--- src/design/rcfb_pkg.sv ---
`timescale 1ns / 1ps

package rcfb_pkg;

    localparam int NUM_CHANNELS_DEF = 16;

    localparam int PULSE_W   = 12;
    localparam int GAIN_W    = 24;
    localparam int OFFSET_W  = 32;
    localparam int PROD_W    = GAIN_W + PULSE_W;
    localparam int VALUE_W   = 16;
    localparam int BYTE_W    = 8;
    localparam int SLOT_W    = 4;
    localparam int CFG_IDX_W = 2;
    localparam int CFG_DAT_W = 32;
    localparam int MAX_BYTES = 4;
    localparam int CNT_W     = 3;

    localparam logic [CFG_IDX_W-1:0] CFG_MAP_GAIN   = 2'd0;
    localparam logic [CFG_IDX_W-1:0] CFG_MAP_OFFSET = 2'd1;

    localparam logic [GAIN_W-1:0]   GAIN_RESET   = 24'd104814;
    localparam logic [OFFSET_W-1:0] OFFSET_RESET = 32'hFA81_5AD8;

    localparam logic [BYTE_W-1:0] HEADER_BYTE  = 8'h0F;
    localparam logic [BYTE_W-1:0] TRAILER_BYTE = 8'h00;

    typedef struct packed {
        logic [GAIN_W-1:0]   gain;
        logic [OFFSET_W-1:0] offset;
    } map_cfg_t;

    typedef struct packed {
        logic               valid;
        logic [VALUE_W-1:0] value;
    } map_item_t;

endpackage

--- src/design/rcfb_cfg.sv ---
`timescale 1ns / 1ps

module rcfb_cfg
(
    input  logic                            clk,
    input  logic                            rst_n,
    input  logic                            cfg_valid,
    output logic                            cfg_ready,
    input  logic [rcfb_pkg::CFG_IDX_W-1:0]  cfg_index,
    input  logic [rcfb_pkg::CFG_DAT_W-1:0]  cfg_data,
    output rcfb_pkg::map_cfg_t              map_cfg
);

    logic [rcfb_pkg::GAIN_W-1:0]   gain_reg;
    logic [rcfb_pkg::OFFSET_W-1:0] offset_reg;

    assign cfg_ready = 1'b1;

    // Unknown indexes are dropped.
    always_ff @(posedge clk or negedge rst_n)
    begin
        if (!rst_n)
        begin
            gain_reg   <= rcfb_pkg::GAIN_RESET;
            offset_reg <= rcfb_pkg::OFFSET_RESET;
        end
        else if (cfg_valid && cfg_ready)
        begin
            if (cfg_index == rcfb_pkg::CFG_MAP_GAIN)
            begin
                gain_reg <= cfg_data[rcfb_pkg::GAIN_W-1:0];
            end
            if (cfg_index == rcfb_pkg::CFG_MAP_OFFSET)
            begin
                offset_reg <= cfg_data[rcfb_pkg::OFFSET_W-1:0];
            end
        end
    end

    assign map_cfg.gain   = gain_reg;
    assign map_cfg.offset = offset_reg;

endmodule

--- src/design/rcfb_map.sv ---
`timescale 1ns / 1ps

module rcfb_map
(
    input  logic                           clk,
    input  logic                           rst_n,
    input  logic                           in_valid,
    output logic                           in_stall,
    input  logic [rcfb_pkg::PULSE_W-1:0]   pulse_value,
    input  rcfb_pkg::map_cfg_t             map_cfg,
    output rcfb_pkg::map_item_t            item,
    input  logic                           item_ready
);

    logic                               a_valid_reg;
    logic [rcfb_pkg::PULSE_W-1:0]       a_pulse_reg;
    logic                               b_valid_reg;
    logic [rcfb_pkg::OFFSET_W-1:0]      b_prod_reg;
    logic [rcfb_pkg::PROD_W-1:0]        prod_full;
    logic [rcfb_pkg::OFFSET_W-1:0]      sum;
    logic                               b_ready;
    logic                               a_ready;
    logic                               a_adv;

    assign b_ready  = !b_valid_reg || item_ready;
    assign a_adv    = a_valid_reg && b_ready;
    assign a_ready  = !a_valid_reg || b_ready;
    assign in_stall = !a_ready;

    assign prod_full = rcfb_pkg::PROD_W'(map_cfg.gain) * rcfb_pkg::PROD_W'(a_pulse_reg);

    always_ff @(posedge clk or negedge rst_n)
    begin
        if (!rst_n)
        begin
            a_valid_reg <= 1'b0;
            b_valid_reg <= 1'b0;
        end
        else
        begin
            if (a_ready)
            begin
                a_valid_reg <= in_valid;
            end
            if (b_ready)
            begin
                b_valid_reg <= a_valid_reg;
            end
        end
    end

    always_ff @(posedge clk)
    begin
        if (in_valid && a_ready)
        begin
            a_pulse_reg <= pulse_value;
        end
        // Only the low 32 bits of the product reach the sent value.
        if (a_adv)
        begin
            b_prod_reg <= prod_full[rcfb_pkg::OFFSET_W-1:0];
        end
    end

    assign sum        = b_prod_reg + map_cfg.offset;
    assign item.valid = b_valid_reg;
    assign item.value = sum[rcfb_pkg::OFFSET_W-1 -: rcfb_pkg::VALUE_W];

endmodule

--- src/design/rcfb_framer.sv ---
`timescale 1ns / 1ps

module rcfb_framer
#(
    parameter int NUM_CHANNELS = rcfb_pkg::NUM_CHANNELS_DEF
)
(
    input  logic                          clk,
    input  logic                          rst_n,
    input  rcfb_pkg::map_item_t           item,
    output logic                          item_ready,
    output logic                          out_valid,
    input  logic                          out_stall,
    output logic [rcfb_pkg::BYTE_W-1:0]   out_byte,
    output logic                          run_last,
    output logic                          frame_end
);

    localparam logic [rcfb_pkg::SLOT_W:0]   NUM_SLOTS = (rcfb_pkg::SLOT_W+1)'(NUM_CHANNELS);
    localparam logic [rcfb_pkg::SLOT_W-1:0] LAST_SLOT = rcfb_pkg::SLOT_W'(NUM_CHANNELS - 1);

    logic [rcfb_pkg::SLOT_W-1:0]  slot_reg, slot_next;
    logic [rcfb_pkg::BYTE_W-1:0]  xor_reg, xor_next;
    logic [rcfb_pkg::CNT_W-1:0]   cnt_reg, cnt_next;
    logic [rcfb_pkg::BYTE_W-1:0]  bytes_reg [rcfb_pkg::MAX_BYTES];
    logic [rcfb_pkg::BYTE_W-1:0]  bytes_next [rcfb_pkg::MAX_BYTES];
    logic                         fend_reg, fend_next;

    logic [rcfb_pkg::SLOT_W-1:0]  slot_eff;
    logic                         is_first;
    logic                         is_last;
    logic [rcfb_pkg::BYTE_W-1:0]  hi_byte;
    logic [rcfb_pkg::BYTE_W-1:0]  lo_byte;
    logic [rcfb_pkg::BYTE_W-1:0]  xor_base;
    logic [rcfb_pkg::BYTE_W-1:0]  xor_run;
    logic [rcfb_pkg::BYTE_W-1:0]  chk_byte;
    logic                         pop;
    logic                         load;

    assign pop        = out_valid && !out_stall;
    assign item_ready = (cnt_reg == '0) || ((cnt_reg == rcfb_pkg::CNT_W'(1)) && pop);
    assign load       = item.valid && item_ready;

    assign slot_eff = ({1'b0, slot_reg} >= NUM_SLOTS) ? '0 : slot_reg;
    assign is_first = (slot_eff == '0);
    assign is_last  = (slot_eff == LAST_SLOT);
    assign hi_byte  = item.value[rcfb_pkg::VALUE_W-1 -: rcfb_pkg::BYTE_W];
    assign lo_byte  = item.value[rcfb_pkg::BYTE_W-1:0];
    assign xor_base = is_first ? '0 : xor_reg;
    assign xor_run  = xor_base ^ hi_byte ^ lo_byte;
    assign chk_byte = (NUM_CHANNELS > 1) ? (xor_run ^ rcfb_pkg::TRAILER_BYTE) : xor_run;

    always_comb
    begin
        slot_next = slot_reg;
        xor_next  = xor_reg;
        cnt_next  = cnt_reg;
        fend_next = fend_reg;
        for (int i = 0; i < rcfb_pkg::MAX_BYTES; i++)
        begin
            bytes_next[i] = bytes_reg[i];
        end

        if (load)
        begin
            slot_next = is_last ? '0 : slot_eff + rcfb_pkg::SLOT_W'(1);
            xor_next  = is_last ? '0 : xor_run;
            fend_next = is_last;
            bytes_next[3] = chk_byte;
            if (is_first && is_last)
            begin
                // single channel: header, value, checksum, no trailer
                bytes_next[0] = rcfb_pkg::HEADER_BYTE;
                bytes_next[1] = hi_byte;
                bytes_next[2] = lo_byte;
                cnt_next      = rcfb_pkg::CNT_W'(4);
            end
            else if (is_first)
            begin
                bytes_next[0] = rcfb_pkg::HEADER_BYTE;
                bytes_next[1] = hi_byte;
                bytes_next[2] = lo_byte;
                cnt_next      = rcfb_pkg::CNT_W'(3);
            end
            else if (is_last)
            begin
                bytes_next[0] = hi_byte;
                bytes_next[1] = lo_byte;
                bytes_next[2] = rcfb_pkg::TRAILER_BYTE;
                cnt_next      = rcfb_pkg::CNT_W'(4);
            end
            else
            begin
                bytes_next[0] = hi_byte;
                bytes_next[1] = lo_byte;
                bytes_next[2] = lo_byte;
                cnt_next      = rcfb_pkg::CNT_W'(2);
            end
        end
        else if (pop)
        begin
            // advance the byte queue
            for (int i = 0; i < rcfb_pkg::MAX_BYTES - 1; i++)
            begin
                bytes_next[i] = bytes_reg[i+1];
            end
            cnt_next = cnt_reg - rcfb_pkg::CNT_W'(1);
        end
    end

    always_ff @(posedge clk or negedge rst_n)
    begin
        if (!rst_n)
        begin
            slot_reg <= '0;
            xor_reg  <= '0;
            cnt_reg  <= '0;
        end
        else
        begin
            slot_reg <= slot_next;
            xor_reg  <= xor_next;
            cnt_reg  <= cnt_next;
        end
    end

    always_ff @(posedge clk)
    begin
        fend_reg <= fend_next;
        for (int i = 0; i < rcfb_pkg::MAX_BYTES; i++)
        begin
            bytes_reg[i] <= bytes_next[i];
        end
    end

    assign out_valid = (cnt_reg != '0);
    assign out_byte  = bytes_reg[0];
    assign run_last  = (cnt_reg == rcfb_pkg::CNT_W'(1));
    assign frame_end = run_last && fend_reg;

endmodule

--- src/design/rc_channel_frame_builder_top.sv ---
`timescale 1ns / 1ps

// Channel  | Handshake              | Payload
// input    | in_valid / in_stall    | pulse_value[11:0]
// output   | out_valid / out_stall  | out_byte[7:0], run_last, frame_end
// config   | cfg_valid / cfg_ready  | cfg_index[1:0], cfg_data[31:0]
//
// Each channel value yields 2 to 4 bytes: 3 on the first slot, 2 on middle
// slots, 4 on the last; the output byte queue drains one byte per cycle
// while out_stall is low. The first byte passes the input reg, product reg
// and framer byte queue. Reset clears the slot counter, the running XOR and
// the byte queue; the map registers return to their defaults. A stalled
// output backs up through the product and input registers into in_stall.
module rc_channel_frame_builder_top
#(
    parameter int NUM_CHANNELS = rcfb_pkg::NUM_CHANNELS_DEF
)
(
    input  logic                           clk,
    input  logic                           rst_n,
    input  logic                           in_valid,
    output logic                           in_stall,
    input  logic [rcfb_pkg::PULSE_W-1:0]   pulse_value,
    output logic                           out_valid,
    input  logic                           out_stall,
    output logic [rcfb_pkg::BYTE_W-1:0]    out_byte,
    output logic                           run_last,
    output logic                           frame_end,
    input  logic                           cfg_valid,
    output logic                           cfg_ready,
    input  logic [rcfb_pkg::CFG_IDX_W-1:0] cfg_index,
    input  logic [rcfb_pkg::CFG_DAT_W-1:0] cfg_data
);

    rcfb_pkg::map_cfg_t  map_cfg;
    rcfb_pkg::map_item_t item;
    logic                item_ready;

    rcfb_cfg u_cfg
    (
        .clk       (clk),
        .rst_n     (rst_n),
        .cfg_valid (cfg_valid),
        .cfg_ready (cfg_ready),
        .cfg_index (cfg_index),
        .cfg_data  (cfg_data),
        .map_cfg   (map_cfg)
    );

    rcfb_map u_map
    (
        .clk         (clk),
        .rst_n       (rst_n),
        .in_valid    (in_valid),
        .in_stall    (in_stall),
        .pulse_value (pulse_value),
        .map_cfg     (map_cfg),
        .item        (item),
        .item_ready  (item_ready)
    );

    rcfb_framer #(
        .NUM_CHANNELS (NUM_CHANNELS)
    ) u_framer
    (
        .clk        (clk),
        .rst_n      (rst_n),
        .item       (item),
        .item_ready (item_ready),
        .out_valid  (out_valid),
        .out_stall  (out_stall),
        .out_byte   (out_byte),
        .run_last   (run_last),
        .frame_end  (frame_end)
    );

endmodule

--- config.mk ---
export PLATFORM = sky130hd
export DESIGN_NAME = rc_channel_frame_builder_top
export DESIGN_NICKNAME = d
export VERILOG_FILES = /design/src/design/rcfb_pkg.sv /design/src/design/rcfb_cfg.sv /design/src/design/rcfb_map.sv /design/src/design/rcfb_framer.sv /design/src/design/rc_channel_frame_builder_top.sv
export SDC_FILE = /design/constraint.sdc
export NUM_CORES = 1
export LEC_CHECK = 0
export BUFFER_PORTS_ARGS = -buffer_cell sky130_fd_sc_hd__buf_2
export CAP_MARGIN = 40
export CORE_MARGIN = 2
export CORE_UTILIZATION = 50
export CTS_CLUSTER_SIZE = 20
export DETAILED_ROUTE_END_ITERATION = 8
export PLACE_DENSITY = 0.71
export SLEW_MARGIN = 5
export SYNTH_ARGS = -nofsm -noshare
export SYNTH_HDL_FRONTEND = slang
export SYNTH_SLANG_ARGS = --single-unit
--- constraint.sdc ---
create_clock -name clk -period 8.08 [get_ports clk]
set_input_delay 0 -clock clk [delete_from_list [all_inputs] [get_ports clk]]
set_output_delay 0 -clock clk [all_outputs]
set_load 0.05 [all_outputs]
==> impl_metrics.toml, run 1 <==
[sta]
hold_viol = 0
skew_ps = 17.3
worstMarginPinSlew_ps = 889
finalCritPeriodShare = 0.795
slew_violations = 0
fin_tns_setup_ps = 0
clock.fmax_mhz = 156
maxSlewHeadroom = 0.407
finalCriticalPeriod_ps = 6430
rsz0062_at_grt = "false"
setup_viol = 0

[route]
via_count = 11500
drcViolationCount = 0
wire_per_inst_um = 17.7
dr.max_layer_used = "met4"
ant_nets = 0
met2_length_um = 17800
wl_met3_um = 2480
drt_iter0_drc = 704
firstDrtPassIters = 7
vias_per_cell = 5.43
drt-met1-wl_um = 16200
routed_wl_um = 37300

[setup_path]
crit_top_cell = "fa_1"
crit_path_end_kind = "register"
required_ps = 8290
crit_type = "register to register"
path_depth = 19
startpoint_type = "register"
crit_path_max_incr_delay_ps = 940
reg2regPathDepth = 19
crit_path_top_delay_cell = "edfxtp_1"
path_cells = "nand2_1 -> fa_1 -> inv_1 -> fa_1 -> fa_1 -> fa_1 -> inv_1 -> fa_1 -> inv_1 -> ha_1 -> nand4_1 -> or4b_1 -> a21oi_1 -> o311a_1 -> a221o_1 -> nand4_1 -> nand4b_1 -> a21oi_2 -> xnor2_1"
critPathTopFamily = "adder cells"
cp_data_arrival_time_ps = 6630
crit_buf_inv = 3
cp_max_fo = 24

[yosys]
synth_top_flop_cell = "edfxtp_1"
netlist_instances = 1634
synthTopCellsByArea = "fa_1 (27%), edfxtp_1 (14%), dfrtp_1 (7.3%), ha_1 (7.1%), inv_1 (6.7%)"
synth.most_common_cell = "inv_1"
synth.distinct_cells = 90
synth_common_cells = "inv_1 (286), nand2_1 (247), fa_1 (215), and2_1 (104), ha_1 (92)"
synth_area_um2 = 16100
synth-xor-area-share = 0.0401
synthMuxAreaShare = 0.0430
synth_fa_ha_area_frac = 0.339
synth_fp_nets = 1992
yosysTopAreaCellShare = 0.267
synth_compound_area_frac = 0.0832
synth_top_family_by_area = "adder cells"
syn_area_per_cell_um2 = 9.86
ys_warn_count = 0
synth_edf_count = 77
yosysTopAreaCell = "fa_1"
ys_ff_latch = 150
synth_simple_gate_area_frac = 0.150
synth_async_sr_flop_share = 0.487
ys_seq_area_frac = 0.259

[grt]
antenna_found_initial = 0
track_usage = 0.239
grt-ovfl-total = 0
grt_max_degree = 47
grt_pass1_wl_um = 62700
grt_pass1_vias = 12300

[run]
timing.max_cap.violations = 0

[clocking]
clk_latency_ps = 450
clk_path_buf_depth = 2
cts_sinks = 150
cts_tree = "built"
post_cts_resized = 0
cts_setup_buffers = 0
cts_made_buffers = 17
cts_root_buffer = "clkbuf_16"
cts_max_level = 4
clk_pin_slew_ps = 70

[floorplan]
die_y_um = 183
io_pins = 64
die_w_um = 183
core_area_um2 = 31600
dieArea_um2 = 33700
rows = 65
initial_core_util = 0.509

[place]
io_buffers = 62
hpwl_um = 28300
place.gp.congestion = 0.869

[run_status]
status = "complete, no violations"

[finish]
antennaDiodeCount = 0
seqCellArea_um2 = 4170
num-nets-final = 2054
area_growth_pct = 10.9
drive_above_1_share = 0.130
fill_cells = 2665
multi_input_comb_area_um2 = 10600

[min_path]
worstHoldPathType = "input port to asynchronous set/reset pin"
==> final cells by class <==
cell class	count	area share
clock inverter	12	0.00784
sequential	150	0.234
multi-input combinational	1121	0.591
clock buffer	20	0.0256
timing repair buffer	119	0.0534
tap	402	0.0282
inverter	287	0.0603
==> final timing paths <==
kind / startpoint / endpoint / slack [ps]
worst max-delay path: u_map.a_pulse_reg[7] / u_map.b_prod_reg[29] / 1650
worst min-delay path: rst_n / u_cfg.offset_reg[10] / 30
worst max register to register: u_map.a_pulse_reg[7] / u_map.b_prod_reg[29] / 1650
worst min register to register: u_map.a_valid_reg / u_map.b_valid_reg / 500
max in group asynchronous: rst_n / u_cfg.offset_reg[28] / 7400
min in group clk: cfg_index[1] / u_cfg.gain_reg[11] / 250
==> placed cells by master, fill, tap and decap left out, types with 5 or more instances in the layout <==
master / netlist / layout
inv_1: 286 / 286
or3_1: 5 / 5
nand4_1: 11 / 11
a22o_1: 9 / 9
nor2_1: 46 / 46
buf_4: 1 / 5
ha_1: 92 / 92
dlygate4sd3_1: 0 / 47
fa_1: 215 / 215
o21ai_0: 31 / 31
xor2_1: 20 / 20
a31oi_1: 5 / 5
nand2_1: 247 / 247
xnor2_1: 48 / 48
and3_1: 6 / 6
mux2_2: 57 / 57
buf_2: 3 / 61
dfstp_2: 26 / 26
a21oi_1: 39 / 39
dfrtp_1: 47 / 47
a21oi_2: 5 / 5
nand3_1: 19 / 19
edfxtp_1: 77 / 77
o21ai_1: 11 / 11
nor3_1: 16 / 16
and2_1: 104 / 104
o211ai_1: 7 / 7
clkbuf_16: 0 / 18
a21o_1: 21 / 21
nand2b_1: 12 / 12
a211oi_2: 5 / 5
==> timing repair <==
action / 4_1_cts / 5_1_grt
hold endpoints to repair: 131 / 0
hold buffers: 47 / 0
endpoints found under the setup margin: 0 / 0
==> worst reg2reg max path, delay by kind of cell (launching register included) <==
family                     cells  cell delay (ps)
AOI/OAI and AO/OA              4             1020
xor gates and xnor gates       1              120
and+or+nand+nor                5             1090
buffers and inverters          3              160
DFF                            1              940
adders and majority gates      6             2860
==> kinds of logic after synthesis <==
group | Yosys count
compound gates | 183
xor+xnor | 70
fa+ha+maj | 307
buf+inv | 363
flops | 150
mux | 62
other cells | 1
simple gates | 498
==> per-layer routing <==
layer	vias to the layer above	global-route usage
li1	5319	-
met1	5751	0.316
met2	351	0.399
met3	48	0.0507
met4	0	0.0678
met5	-	0
==> per-stage QoR <==
| step | cells | cell area [um^2] | hold slack, ps | setup WS (ps) | util |
|---|---|---|---|---|---|
| floorplan | 1634 | 16100 | -296 | 2270 | - |
| global placement | 2026 | 16700 | 177 | 1840 | 0.526 |
| detailed placement | 2032 | 16800 | -38.8 | 1690 | 0.531 |
| CTS | 2111 | 17900 | 32.7 | 1680 | 0.565 |
| global route | 2111 | 17900 | 59.7 | 1360 | 0.565 |
| finish | 2111 | 17900 | 34.2 | 1650 | 0.565 |
Power of run 1 is left out: the tool's default activity adds up to more than one toggle a clock period on the data nets, which glitch-free logic cannot reach.
==> run 2: changes to the inputs <==
- clock period: 8.08 -> 6.6 ns (I/O delays scaled with it)
==> run 2 against run 1 <==
Against the previous run:
- clock-buffer cell count down 3
- critical path depth unchanged
- global-route usage about the same
- setup slack worse by 1300 ps
- wire length up 1.6%
- fmax up 3.1%
- largest cell class unchanged
==> impl_metrics.toml, run 2 (synthesis gave the netlist of run 1 again) <==
[route]
drt_iter0_drc = 878
vias_per_cell = 5.46
routed_wl_um = 37900
via_count = 11600
drcViolationCount = 0
wire_per_inst_um = 17.8
firstDrtPassIters = 5
ant_nets = 0

[finish]
fill_cells = 2660
drive_above_1_share = 0.139
area_growth_pct = 11.6
num-nets-final = 2071
final_cells = 2128
final_common_cell = "inv_1"
antennaDiodeCount = 0
final_cell_mix = "inv_1 (286), nand2_1 (247), fa_1 (215)"
post-route-util = 0.568

[setup_path]
rrSetupSlack_ps = 370
path_cells = "nand2_1 -> fa_1 -> fa_1 -> inv_1 -> fa_1 -> fa_1 -> inv_1 -> fa_1 -> inv_1 -> ha_1 -> nand4_1 -> or4b_1 -> a21oi_1 -> o311a_1 -> a221o_1 -> nand4_1 -> nand4b_1 -> a21oi_2 -> xnor2_1"
reg2reg_to = "u_map.b_prod_reg[29]"
worstSetupStartpoint = "u_map.a_pulse_reg[3]"
crit_top_cell = "fa_1"
r2r_start = "u_map.a_pulse_reg[3]"
crit_path_top_delay_cell = "edfxtp_1"
required_ps = 6800
crit_type = "register to register"
crit_path_end_kind = "register"
cp_data_arrival_time_ps = 6440
cp_max_fo = 15
reg2regPathDepth = 19
crit_path_max_incr_delay_ps = 740
startpoint_type = "register"
crit_path_end = "u_map.b_prod_reg[29]"

[sta]
finalCritPeriodShare = 0.945
maxSlewHeadroom = 0.486
slew_violations = 0
rsz0062_at_grt = "false"
setup_ws_ps = 365
clock.fmax_mhz = 160
worstMarginPinSlew_ps = 766
finalCriticalPeriod_ps = 6230
fin_tns_setup_ps = 0
hold_viol = 0
setup_viol = 0
skew_ps = 29.5

[grt]
grt-ovfl-total = 0
grt_pass1_wl_um = 62600
antenna_found_initial = 0
track_usage = 0.239
grt_max_degree = 58
grt_pass1_vias = 12200

[clocking]
clk_latency_ps = 470
cts_tree = "built"
cts_max_level = 4
cts_sinks = 150
clk_pin_slew_ps = 70
clk_path_buf_depth = 2
cts_root_buffer = "clkbuf_16"
post_cts_resized = 0
cts_made_buffers = 17

[place]
place.gp.congestion = 0.863
io_buffers = 62
hpwl_um = 29100
dp_slack_ps = 278
placedCellCount = 2047

[floorplan]
dieArea_um2 = 33700
die_w_um = 183
initial_core_util = 0.509
core_area_um2 = 31600
io_pins = 64
rows = 65
die_y_um = 183

[min_path]
worstHoldPathType = "input port to asynchronous set/reset pin"

[run]
timing.max_cap.violations = 0

[run_status]
status = "complete, no violations"
## run 2: cell types whose count changed in the layout (fill, tap and decap cells not counted), moves of 2 or more
cell,change
clkinvlp_4,+2
clkinv_4,-3
buf_4,+18
clkbuf_1,-2
inv_8,+2
inv_6,+3
## run 2: layer usage
metal  track usage  wire (um)
met5             0          0
met1         0.324      16700
met2         0.396      18100
met3        0.0475       2510
met4        0.0611        575
## run 2: worst min path at each step
stage / to / slack (ps)
3_5_place_dp: u_cfg.offset_reg[5] / -100
4_1_cts: u_cfg.offset_reg[4] / 170
2_1_floorplan: u_cfg.gain_reg[0] / -300
3_3_place_gp: u_map.a_pulse_reg[0] / 180
6_report: u_cfg.offset_reg[4] / 160
5_1_grt: u_cfg.offset_reg[4] / 180
## run 2: metrics by stage
stage	hold WS, ps	area, um^2
CTS	166	18000
floorplan	-296	16100
detailed placement	-101	16900
global route	181	18000
global placement	178	16800
finish	164	18000
## run 2: layout make-up
cell class	instances	area, um^2	share of cell area
timing repair buffer	136	1060	0.0587
clock buffer	17	425	0.0237
inverter	287	1080	0.0599
clock inverter	15	183	0.0102
tap	402	503	0.0280
multi-input combinational	1121	10600	0.587
sequential	150	4170	0.232
## run 2: what timing repair did
item / in CTS / in global routing
endpoints found under the hold margin: 126 / 0
endpoints found under the setup margin: 0 / 3
setup buffers: 0 / 1
hold buffers: 48 / 0
## run 2: critical path: cells and delay by family (launching register included)
family | cells | cell delay, ps
buffers and inverters | 3 | 170
adder cells (fa/ha/maj) | 6 | 2880
flip-flops | 1 | 740
AO/OA/AOI/OAI | 4 | 930
AND/OR/NAND/NOR | 5 | 1130
XOR/XNOR | 1 | 120
Power of run 2 is left out for the same reason.
